File: config.mk
export PLATFORM = sky130hd
export DESIGN_NAME = selective_repeat_sender_window
export DESIGN_NICKNAME = d
export VERILOG_FILES = /design/src/rtl/srsw_pkg.sv /design/src/rtl/selective_repeat_sender_window.sv
export SDC_FILE = /design/constraint.sdc
export NUM_CORES = 1
export LEC_CHECK = 0
export BUFFER_PORTS_ARGS = -buffer_cell sky130_fd_sc_hd__buf_2
export CAP_MARGIN = 30
export CORE_ASPECT_RATIO = 1.25
export CORE_MARGIN = 2
export CORE_UTILIZATION = 40
export DETAILED_ROUTE_END_ITERATION = 10
export PLACE_DENSITY = 0.55
export SYNTH_ARGS = -nofsm -noshare
export SYNTH_HDL_FRONTEND = slang
export SYNTH_SLANG_ARGS = --single-unit
File: constraint.sdc
create_clock -name clk_i -period 7.3 [get_ports clk_i]
set_input_delay 0.73 -clock clk_i [delete_from_list [all_inputs] [get_ports clk_i]]
set_output_delay 0.73 -clock clk_i [all_outputs]
set_load 0.01 [all_outputs]
File: src/rtl/srsw_pkg.sv
// Types and constants shared by the selective-repeat sender window.
package srsw_pkg;

  localparam int unsigned SEQ_BITS     = 6;
  localparam int unsigned PAYLOAD_BITS = 32;
  localparam int unsigned MOD_W        = SEQ_BITS + 1;
  localparam int unsigned CNT_W        = $clog2(SEQ_BITS);
  localparam int unsigned CFG_W        = 7;
  localparam int unsigned CFG_IDX_W    = 1;

  localparam logic [MOD_W-1:0] SEQ_SPACE = MOD_W'(1 << SEQ_BITS);

  localparam logic [CFG_W-1:0] SEQ_MODULUS_RST = CFG_W'(8);
  localparam logic [3:0]       WINDOW_SIZE_RST = 4'd4;

  localparam logic [CFG_IDX_W-1:0] CFG_SEQ_MODULUS = 1'b0;
  localparam logic [CFG_IDX_W-1:0] CFG_WINDOW_SIZE = 1'b1;

  localparam logic [1:0] CMD_SEND    = 2'd0;
  localparam logic [1:0] CMD_ACK     = 2'd1;
  localparam logic [1:0] CMD_TIMEOUT = 2'd2;

  typedef struct packed {
    logic [1:0]              cmd;
    logic [SEQ_BITS-1:0]     seq_in;
    logic                    checksum_ok;
    logic [PAYLOAD_BITS-1:0] payload_in;
  } srsw_item_t;

  typedef struct packed {
    logic                    accepted;
    logic                    window_full;
    logic                    tx_valid;
    logic [SEQ_BITS-1:0]     tx_seq;
    logic [PAYLOAD_BITS-1:0] tx_payload;
    logic                    timer_start;
    logic                    timer_stop;
    logic [SEQ_BITS-1:0]     timer_seq;
  } srsw_result_t;

endpackage

File: src/rtl/selective_repeat_sender_window.sv
// Selective-repeat ARQ sender window with a shared modulo unit and a small sequencer.
//
// A command beat is taken on start when busy is low. Each command yields exactly one
// result beat, shown on result_o for one cycle while done_o is high; the receiver
// cannot hold it off, and a new command may be started in that same cycle.
// Configuration is written through cfg_we_i, cfg_idx_i and cfg_data_i; the user must
// write it only while idle, as the block does not enforce it. Sequence numbers are
// reduced modulo seq_modulus by a restoring remainder unit that handles one bit per
// cycle. A command reduces seq_in, forms its offset and executes; an accepted ack
// then slides the base past each acknowledged head slot (up to MAX_WINDOW), and a
// timeout that hits the window reads the payload store. After seq_modulus is
// rewritten, the first command also reduces the stored window base and next sequence
// number. The payload store is a small memory with a registered read port; its
// entries hold garbage until a send writes them. Reset empties the window, clears
// the acknowledge marks and returns the registers to modulus 8 and window 4.
module selective_repeat_sender_window #(
  parameter int unsigned MAX_WINDOW = 8
) (
  input  logic                             clk_i,
  input  logic                             rst_ni,
  input  logic                             cfg_we_i,
  input  logic [srsw_pkg::CFG_IDX_W-1:0]   cfg_idx_i,
  input  logic [srsw_pkg::CFG_W-1:0]       cfg_data_i,
  input  logic                             start,
  output logic                             busy,
  input  srsw_pkg::srsw_item_t             item_i,
  output logic                             done_o,
  output srsw_pkg::srsw_result_t           result_o
);
  import srsw_pkg::*;

  localparam int unsigned PTR_W = (MAX_WINDOW > 1) ? $clog2(MAX_WINDOW) : 1;
  localparam int unsigned IF_W  = $clog2(MAX_WINDOW + 1);
  localparam int unsigned IX_W  = ((SEQ_BITS > IF_W) ? SEQ_BITS : IF_W) + 1;

  typedef enum logic [3:0] {
    ST_IDLE, ST_RBASE, ST_RNEXT, ST_RSEQ, ST_OFF, ST_EXEC, ST_SLIDE, ST_RDMEM, ST_FIN
  } state_e;

  state_e                  state_q;
  logic [CFG_W-1:0]        seq_modulus_q;
  logic [3:0]              window_size_q;
  logic                    stale_q;
  srsw_item_t              item_q;
  srsw_result_t            res_q;
  logic                    done_q;
  logic [SEQ_BITS-1:0]     base_q;
  logic [SEQ_BITS-1:0]     next_q;
  logic [SEQ_BITS-1:0]     seqr_q;
  logic [SEQ_BITS-1:0]     off_q;
  logic [IF_W-1:0]         in_flight_q;
  logic [PTR_W-1:0]        hd_q;
  logic [MAX_WINDOW-1:0]   acked_q;
  logic [SEQ_BITS-1:0]     rem_q;
  logic [SEQ_BITS-1:0]     div_q;
  logic [CNT_W-1:0]        cnt_q;
  logic [PAYLOAD_BITS-1:0] mem [MAX_WINDOW];
  logic [PAYLOAD_BITS-1:0] rd_q;

  logic [MOD_W-1:0]        m_eff;
  logic [MOD_W-1:0]        w_cmp;
  logic [IF_W-1:0]         w_eff;
  logic [MOD_W-1:0]        trial;
  logic [SEQ_BITS-1:0]     rem_d;
  logic                    mod_last;
  logic [MOD_W-1:0]        off_d;
  logic [IX_W-1:0]         off_sum;
  logic [IX_W-1:0]         snd_sum;
  logic [PTR_W-1:0]        off_idx;
  logic [PTR_W-1:0]        snd_idx;
  logic [PTR_W-1:0]        hd_d;
  logic                    off_hit;
  logic                    room;
  logic [SEQ_BITS-1:0]     base_d;
  logic [SEQ_BITS-1:0]     next_d;
  logic                    mem_we;

  always_comb begin
    m_eff = seq_modulus_q;
    if (seq_modulus_q < MOD_W'(2)) begin
      m_eff = MOD_W'(2);
    end else if (seq_modulus_q > SEQ_SPACE) begin
      m_eff = SEQ_SPACE;
    end
    w_cmp = MOD_W'(window_size_q);
    if (w_cmp < MOD_W'(1)) begin
      w_cmp = MOD_W'(1);
    end
    if (w_cmp > MOD_W'(MAX_WINDOW)) begin
      w_cmp = MOD_W'(MAX_WINDOW);
    end
    if (w_cmp > m_eff) begin
      w_cmp = m_eff;
    end
    w_eff = IF_W'(w_cmp);
  end

  assign trial    = {rem_q, div_q[SEQ_BITS-1]};
  assign rem_d    = (trial >= m_eff) ? SEQ_BITS'(trial - m_eff) : SEQ_BITS'(trial);
  assign mod_last = (cnt_q == CNT_W'(SEQ_BITS - 1));

  assign off_d = (seqr_q >= base_q) ? MOD_W'(seqr_q - base_q)
                                    : MOD_W'(seqr_q) + m_eff - MOD_W'(base_q);

  assign off_sum = IX_W'(hd_q) + IX_W'(off_q);
  assign snd_sum = IX_W'(hd_q) + IX_W'(in_flight_q);
  assign off_idx = (off_sum >= IX_W'(MAX_WINDOW)) ? PTR_W'(off_sum - IX_W'(MAX_WINDOW))
                                                  : PTR_W'(off_sum);
  assign snd_idx = (snd_sum >= IX_W'(MAX_WINDOW)) ? PTR_W'(snd_sum - IX_W'(MAX_WINDOW))
                                                  : PTR_W'(snd_sum);
  assign hd_d    = (hd_q == PTR_W'(MAX_WINDOW - 1)) ? '0 : hd_q + 1'b1;

  assign off_hit = IX_W'(off_q) < IX_W'(in_flight_q);
  assign room    = in_flight_q < w_eff;
  assign base_d  = (MOD_W'(base_q) + 1'b1 == m_eff) ? '0 : base_q + 1'b1;
  assign next_d  = (MOD_W'(next_q) + 1'b1 == m_eff) ? '0 : next_q + 1'b1;

  assign mem_we = (state_q == ST_EXEC) && (item_q.cmd == CMD_SEND) && room;

  always_ff @(posedge clk_i) begin
    if (mem_we) begin
      mem[snd_idx] <= item_q.payload_in;
    end
    rd_q <= mem[off_idx];
  end

  always_ff @(posedge clk_i or negedge rst_ni) begin
    if (!rst_ni) begin
      state_q       <= ST_IDLE;
      seq_modulus_q <= SEQ_MODULUS_RST;
      window_size_q <= WINDOW_SIZE_RST;
      stale_q       <= 1'b0;
      done_q        <= 1'b0;
      base_q        <= '0;
      next_q        <= '0;
      in_flight_q   <= '0;
      hd_q          <= '0;
      acked_q       <= '0;
      cnt_q         <= '0;
    end else begin
      done_q <= (state_q == ST_FIN);
      if (cfg_we_i) begin
        case (cfg_idx_i)
          CFG_SEQ_MODULUS: seq_modulus_q <= cfg_data_i;
          CFG_WINDOW_SIZE: window_size_q <= cfg_data_i[3:0];
          default: ;
        endcase
      end
      if (cfg_we_i && (cfg_idx_i == CFG_SEQ_MODULUS)) begin
        stale_q <= 1'b1;
      end else if ((state_q == ST_RNEXT) && mod_last) begin
        stale_q <= 1'b0;
      end
      case (state_q)
        ST_IDLE: begin
          if (start) begin
            item_q  <= item_i;
            res_q   <= '0;
            rem_q   <= '0;
            cnt_q   <= '0;
            div_q   <= stale_q ? base_q : item_i.seq_in;
            state_q <= stale_q ? ST_RBASE : ST_RSEQ;
          end
        end
        ST_RBASE, ST_RNEXT, ST_RSEQ: begin
          if (mod_last) begin
            rem_q <= '0;
            cnt_q <= '0;
            case (state_q)
              ST_RBASE: begin
                base_q  <= rem_d;
                div_q   <= next_q;
                state_q <= ST_RNEXT;
              end
              ST_RNEXT: begin
                next_q  <= rem_d;
                div_q   <= item_q.seq_in;
                state_q <= ST_RSEQ;
              end
              default: begin
                seqr_q  <= rem_d;
                state_q <= ST_OFF;
              end
            endcase
          end else begin
            rem_q <= rem_d;
            div_q <= {div_q[SEQ_BITS-2:0], 1'b0};
            cnt_q <= cnt_q + 1'b1;
          end
        end
        ST_OFF: begin
          off_q   <= SEQ_BITS'(off_d);
          state_q <= ST_EXEC;
        end
        ST_EXEC: begin
          case (item_q.cmd)
            CMD_SEND: begin
              state_q <= ST_FIN;
              if (room) begin
                acked_q[snd_idx]    <= 1'b0;
                in_flight_q         <= in_flight_q + 1'b1;
                next_q              <= next_d;
                res_q.accepted      <= 1'b1;
                res_q.tx_valid      <= 1'b1;
                res_q.tx_seq        <= next_q;
                res_q.tx_payload    <= item_q.payload_in;
                res_q.timer_start   <= 1'b1;
                res_q.timer_seq     <= next_q;
              end
            end
            CMD_ACK: begin
              if (item_q.checksum_ok && off_hit && !acked_q[off_idx]) begin
                acked_q[off_idx] <= 1'b1;
                res_q.accepted   <= 1'b1;
                res_q.timer_stop <= 1'b1;
                res_q.timer_seq  <= item_q.seq_in;
                state_q          <= ST_SLIDE;
              end else begin
                state_q <= ST_FIN;
              end
            end
            CMD_TIMEOUT: begin
              res_q.timer_stop <= 1'b1;
              res_q.timer_seq  <= item_q.seq_in;
              if (off_hit) begin
                res_q.accepted    <= 1'b1;
                res_q.tx_valid    <= 1'b1;
                res_q.tx_seq      <= seqr_q;
                res_q.timer_start <= 1'b1;
                state_q           <= ST_RDMEM;
              end else begin
                state_q <= ST_FIN;
              end
            end
            default: state_q <= ST_FIN;
          endcase
        end
        ST_SLIDE: begin
          if ((in_flight_q != '0) && acked_q[hd_q]) begin
            acked_q[hd_q] <= 1'b0;
            hd_q          <= hd_d;
            in_flight_q   <= in_flight_q - 1'b1;
            base_q        <= base_d;
          end else begin
            state_q <= ST_FIN;
          end
        end
        ST_RDMEM: begin
          res_q.tx_payload <= rd_q;
          state_q          <= ST_FIN;
        end
        ST_FIN: begin
          res_q.window_full <= (in_flight_q >= w_eff);
          state_q           <= ST_IDLE;
        end
        default: state_q <= ST_IDLE;
      endcase
    end
  end

  assign busy     = (state_q != ST_IDLE);
  assign done_o   = done_q;
  assign result_o = res_q;

  a_in_flight_bound: assert property (@(posedge clk_i) disable iff (!rst_ni)
    in_flight_q <= IF_W'(MAX_WINDOW))
    else $error("in_flight exceeds the window storage");

  a_done_pulse: assert property (@(posedge clk_i) disable iff (!rst_ni)
    done_o |=> !done_o)
    else $error("result strobe lasted more than one cycle");

  a_start_busy: assert property (@(posedge clk_i) disable iff (!rst_ni)
    (start && !busy) |=> busy)
    else $error("command taken but sequencer did not go busy");

  a_base_reduced: assert property (@(posedge clk_i) disable iff (!rst_ni)
    (!busy && !stale_q) |-> (MOD_W'(base_q) < m_eff && MOD_W'(next_q) < m_eff))
    else $error("window base or next sequence number not reduced");

  a_tx_accepted: assert property (@(posedge clk_i) disable iff (!rst_ni)
    (done_o && result_o.tx_valid) |-> (result_o.accepted && result_o.timer_start))
    else $error("packet sent without acceptance and timer start");

endmodule

# Word-level counts from Yosys, hierarchy flattened
# Memories as Yosys holds them, arrays and structs flattened. A register that Yosys moved wholly into a read port is not among the register bits.
# Index checks and enable logic that the tools add are counted.
# totals
output_inout_bits	51
ramBits	256
ff_bits	161
wordCells	227
memories	1
input_bits	53
# classes
bitwise_logic	7
addsub	16
mux	83
order_cmp	18
eq_ne	30
n_reduce_logical	45
# memory_table
memory	depth	word_bits	rd	rd_clocked_by_memory_dff	wr	line_no	text
mem	8	32	1	1	1	selective_repeat_sender_window.sv:57	logic [PAYLOAD_BITS-1:0] mem [MAX_WINDOW];
# ops
operator	n
$mux W6	17
$pmux W32 S3	1
$pmux W6 S2	5
$mux W49	1
$pmux W8 S2	3
$mux W4	11
$mux W40	1
$mux W32	1
$mux W7	4
$pmux W7 S2	2
$mux W8	3
$pmux W4 S6	1
$reduce_and A5 Y1	4
$pmux W6 S3	1
$sub A6 B6 Y6	3
$and A8 B8 Y8	2
$eq A4 B3 Y1 const B	4
$not A8 Y8	2
$pmux W4 S2	2
$reduce_and A4 Y1	4
$mux W3	5
$add A6 B1 Y7 const B	2
$eq A7 B7 Y1	2
$ne A2 B2 Y1 const B	7
55 further kinds	111

# Depth between registers and ports, before layout
# depth
depth_word	12
depth_mapped	20

# Least setup slack after synthesis
# Ideal clock, no wire load.
# synth_path
path_type	register to register
startpoint	register seq_modulus_q[5]
endpoint	register res_q (netlist bit result_o[10]) (enable)
period_less_slack_ns	6.244
t_arrival_ns	5.770
slack_ns	1.056
setup_time_ns	0.474
stages_incl_launch_ff	16
cell_sequence	dfrtp_1 -> or4_4 -> a21oi_4 -> inv_1 -> ha_1 -> nor2b_1 -> o21ai_0 -> nand2b_1 -> a21oi_1 -> nor2_1 -> mux2i_1 -> ha_1 -> and4b_1 -> a211oi_1 -> nand2_1 -> a221oi_1
# synth_between
elab_chain_cells	8
word_cells_on_any_way	9
cone_classes	order compare (4); eq/ne (1); mux (3); reduce/logical (1)
# synth_rtl
item	line_no	text
start, declared	selective_repeat_sender_window.sv:41	logic [CFG_W-1:0] seq_modulus_q;
start signal, assigned	selective_repeat_sender_window.sv:144	CFG_SEQ_MODULUS: seq_modulus_q <= cfg_data_i;
$gt A7 B7 Y1	selective_repeat_sender_window.sv:82	end else if (seq_modulus_q > SEQ_SPACE) begin
$mux W7	selective_repeat_sender_window.sv:82	
$mux W7 (*)	selective_repeat_sender_window.sv:80	if (seq_modulus_q < MOD_W'(2)) begin
$gt A4 B7 Y1	selective_repeat_sender_window.sv:92	if (w_cmp > m_eff) begin
$mux W4 (*)	selective_repeat_sender_window.sv:92	
$lt A4 B4 Y1 (*)	selective_repeat_sender_window.sv:114	assign room = in_flight_q < w_eff;
$ne A2 B2 Y1 (no line) (*)	--	
$reduce_and A5 Y1 (no line) (*)	--	
end, declared	selective_repeat_sender_window.sv:45	srsw_result_t res_q;
# Mark *: on every way between the ends. The rest lies on a longest branch, timed or not.
# A chain may end at the register's enable or synchronous reset.

# Worst setup path after layout
# layout_path
startpoint	register seq_modulus_q[5]
endpoint	memory mem[6][8] (enable)
# layout_between
elab_chain_cells	9
word_cells_on_any_way	10
cone_classes	order compare (4); mux (5); reduce/logical (1)
# layout_rtl
item	line_no	text
$gt A7 B7 Y1	selective_repeat_sender_window.sv:82	
$mux W7	selective_repeat_sender_window.sv:82	
$mux W7 (*)	selective_repeat_sender_window.sv:80	
$gt A4 B7 Y1	selective_repeat_sender_window.sv:92	
$mux W4 (*)	selective_repeat_sender_window.sv:92	
$lt A4 B4 Y1 (*)	selective_repeat_sender_window.sv:114	
$logic_and A1 B1 Y1 (*)	selective_repeat_sender_window.sv:118	assign mem_we = (state_q == ST_EXEC) && (item_q.cmd == CMD_SEND) && room;
$mux W1 (*)	selective_repeat_sender_window.sv:121	if (mem_we) begin
$mux W1 (implied by the code) (*)	selective_repeat_sender_window.sv:122	mem[snd_idx] <= item_q.payload_in;
end, declared	selective_repeat_sender_window.sv:57	
# Marked as above.

==> summary.txt <==
Floorplan
  – Die ar.: 48500 um2
  – Width of the die: between 150 and 200 um
  – Core area: approximately 46000 um2
  – Die Span Y: ~250 um
  – Cell row count: a little under 90
  – # IOs: between 100 and 150
  – Starting Density: between 40 and 50%

Drt
  – DR top layer: met4
  – Vias per inst: 5.59
  – Met1 wire length: ~19000 um
  – Total wire length: between 40000 and 50000 um
  – 1st-iter DRT viols: about 750
  – TritonRoute pass-1 iters: 5
  – ANT nets after route: 0
  – Number of remaining DRC errors: 0
  – Met2 Wirelength: 24600 um
  – Met3 routed WL: just over 2000 um
  – Wirelength per Cell: between 20 and 25 um
  – Vias: roughly 11000

Critical path
  – Crit path capture: mem[6][8]$_DFFE_PP_
  – Setup crit start: seq_modulus_q[5]$_DFFE_PN0P_
  – Slowest CP cell: nor2_4
  – FF-to-FF Start: seq_modulus_q[5]$_DFFE_PN0P_
  – Crit path launch type: flop
  – Reg2Reg Capture Point: mem[6][8]$_DFFE_PP_
  – Crit-path max FO: 22
  – Reg2reg path depth: 18
  – Setup CP Type: flop to flop
  – Max incr delay on CP: around 760 ps
  – CP Cell Sequence: or4_4, a21oi_4, inv_1, ha_1, nor2b_1, o21ai_0, nand2b_1, a21oi_1, nor2_1, mux2i_1, ha_1, and4b_1, a211oi_1, buf_4, and3_1, nand2_1, nor2_4, buf_4
  – Worst EP arrival: between 5000 and 6000 ps
  – CP Capture Type: flop
  – FF-to-FF setup slack: approximately 1900 ps
  – CP required: ~7600 ps

Synthesis
  – Synth warnings: 0
  – Synth Instances: about 1300
  – Yosys top cell by area: edfxtp_1
  – Cell area after synthesis: between 15000 and 20000 um2
  – Synth top area cells: edfxtp_1 (59%), dfrtp_1 (6.0%), dfxtp_1 (3.4%), a22o_1 (3.1%), a22oi_1 (2.9%)
  – Mean area per synthesized cell: 14.6 um2
  – Share of the synthesized area in the top cell type: 59.2%
  – Register area share after synthesis: approximately 69%
  – Post-Syn Nets: about 1400
  – #FFs+latches synth: between 400 and 500
  – Post-synth ARST share: between 10% and 20%
  – Post-synth EDFFs: 369
  – Distinct cells, synth: slightly above 80
  – Primary FF master, synth: edfxtp_1

Layout
  – Layout area overhead: 14.9%
  – Register area: ~13000 um2
  – Nets: 1495
  – Area of the multi-input gates: approximately 5400 um2
  – Non-Filler Instances: between 2000 and 2500
  – Number of diodes: 0
  – Number of fill cells: 4066
  – Layout cells sized above 1: around 17%

Power
  – Clock share of power: 32.1%
  – Pwr dens: 345 nW/um2
  – Sw Ratio: between 30% and 40%
  – Combinational fraction of design power: 22.6%
  – Peak VDD IR: 178 uV
  – Overall power: approximately 7400 uW
  – Seq pwr share: between 40% and 50%
  – Int Pwr: ~5000 uW
  – Switch Pwr: between 2000 and 2500 uW
  – Leak: 0.00773 uW

Clocking
  – CTS tree: built
  – CTS buffer count: 46
  – CTS sink count: 448
  – Number of gates resized after CTS: 0
  – Postcts setup bufs: 0
  – Reg clk slew, reported paths: approximately 60 ps
  – Root buf cell: clkbuf_16
  – Htree depth: 2
  – CTS Buffer Depth: 3
  – CTS hold repair buffers: 0
  – Worst-Skew Late Latency: between 500 and 600 ps

Global routing
  – Largest net degree at the start of global routing: 52
  – Gr usage total: between 10% and 20%
  – Total gr overflow: 0
  – First-pass GRT wire length: roughly 70000 um
  – Initial antenna violation count: 0
  – Number of global-route vias before repair: around 12000

Outcome
  – Status: finished clean

STA
  – Setup violations, final: 0
  – Skew final: between 20 and 25 ps
  – Min Tclk post-route: 5420 ps
  – Worst-Margin Slew: roughly 900 ps
  – Final period utilization: 74.2%
  – Max Clock Freq: about 180 MHz
  – Post-route setup TNS: 0 ps
  – Slew headroom: 38.5%
  – RSZ-0062 raised after global routing: no
  – Final Max Slew Viols: 0
  – Hold Fails Final Rpt: 0

Placement
  – Routability congestion estimate: 0.844
  – Half-perimeter wire length after detailed placement: ~30000 um
  – Placed instance count: 1927
  – Port Buf Inserts: roughly 100

Run
  – Max Cap Viol: 0

Hold path
  – Min-delay worst type: input port to async pin
cells in the final DEF, fill, tap and decap left out, drive strengths merged, types with 46 or more instances in the layout:
master,Yosys,final
nand3,49,49
nand2,46,46
clkbuf,45,70
inv,48,48
edfxtp,369,369
a22oi,72,72
a21oi,58,58
buf,25,129
a22o,66,66
nor2,66,66
how the worst min path moves through the flow:
| stage | cells past startpoint | from | to | slack, ps |
|---|---|---|---|---|
| floorplan | 0 | rst_ni | acked_q[0]$_DFFE_PN0P_ | 430 |
| global placement | 2 | mem[0][0]$_DFFE_PP_ | rd_q[0]$_DFF_P_ | 470 |
| detailed placement | 2 | mem[5][21]$_DFFE_PP_ | rd_q[21]$_DFF_P_ | 470 |
| CTS | 1 | item_i[30] | item_q[30]$_DFFE_PP_ | 280 |
| global route | 1 | item_i[19] | item_q[19]$_DFFE_PP_ | 280 |
| finish | 2 | rst_ni | seq_modulus_q[2]$_DFFE_PN0P_ | 280 |
cell type report:
| cell class | instances | share of cell area (%) |
|---|---|---|
| clock inverters | 17 | 1.14 |
| clock buffers | 69 | 6.00 |
| inverters | 48 | 0.839 |
| repair buffers | 130 | 3.33 |
| multi-input cells | 717 | 25.2 |
| well taps | 585 | 3.41 |
| flip-flops and latches | 448 | 60.1 |
routing by layer:
layer  vias to the layer above  GRT usage, %
li1                       5203             -
met1                      5713          24.2
met2                       279          35.6
met3                        62          3.37
met4                         0          5.26
met5                         -             0
cells in the mapped netlist, types with 5 or more instances:
library cell    n
edfxtp_1      369
a22oi_1        72
a22o_1         66
nor2_1         65
a21oi_1        57
nand3_1        49
inv_1          47
nand2_1        46
dfrtp_1        45
clkbuf_1       44
ha_1           41
mux2i_1        33
dfxtp_1        32
a221oi_1       31
o21ai_0        23
xnor2_1        23
nor3_1         18
mux2_2         17
buf_2          16
nor2b_1        16
nand2b_1       15
a21o_1         11
fa_1           10
a211oi_1        9
o22a_1          8
xor2_1          7
and3_1          6
nand4_1         6
o211ai_1        6
nand3b_1        5
sequential cells by signal (all words and copies together) (netlist names):
name	flops
done_o	1
rem_q	6
rd_q	32
in_flight_q	4
acked_q	8
item_q	41
div_q	6
cnt_q	3
window_size_q	4
state_q	4
base_q	6
next_q	6
seq_modulus_q	7
stale_q	1
seqr_q	6
hd_q	3
result_o	48
mem	256
off_q	6
worst max-delay path: cells and delay by family (launching register included):
kind	cells	cell delay, ps
AO/OA/AOI/OAI	4	820
adder cells (fa/ha/maj)	2	650
buffers and inverters	3	620
flip-flops	1	420
multiplexers	1	140
AND/OR/NAND/NOR	8	2460
power by group through the flow:
stage / combinational [uW] / sequential (uW) / clock [uW]
after CTS: 1690 / 3360 / 2430
final: 1670 / 3350 / 2380
after detailed placement: 1670 / 3410 / 0
after global routing: 1870 / 3380 / 2530
after global placement: 1660 / 3400 / 0
after floorplan: 1230 / 3270 / 0
stage by stage:
| step | utilization, % | setup WS [ps] | hold slack [ps] | cell area [um2] |
|---|---|---|---|---|
| after global routing | 46.6 | 1570 | 282 | 21500 |
| after CTS | 46.6 | 1790 | 278 | 21500 |
| after global placement | 43.2 | 1860 | 467 | 19900 |
| final | 46.6 | 1880 | 275 | 21500 |
| after detailed placement | 43.2 | 1820 | 473 | 19900 |
| after floorplan | - | 1060 | 434 | 18700 |
logic make-up after synthesis:
group	synth area share, %
and+or+nand+nor	6.66
buffers and inverters	2.62
xor gates and xnor gates	1.70
adders and majority gates	3.81
AOI/OAI and AO/OA	13.1
DFF	69.0
muxes	3.15
Power figures use the tool's default switching activity.
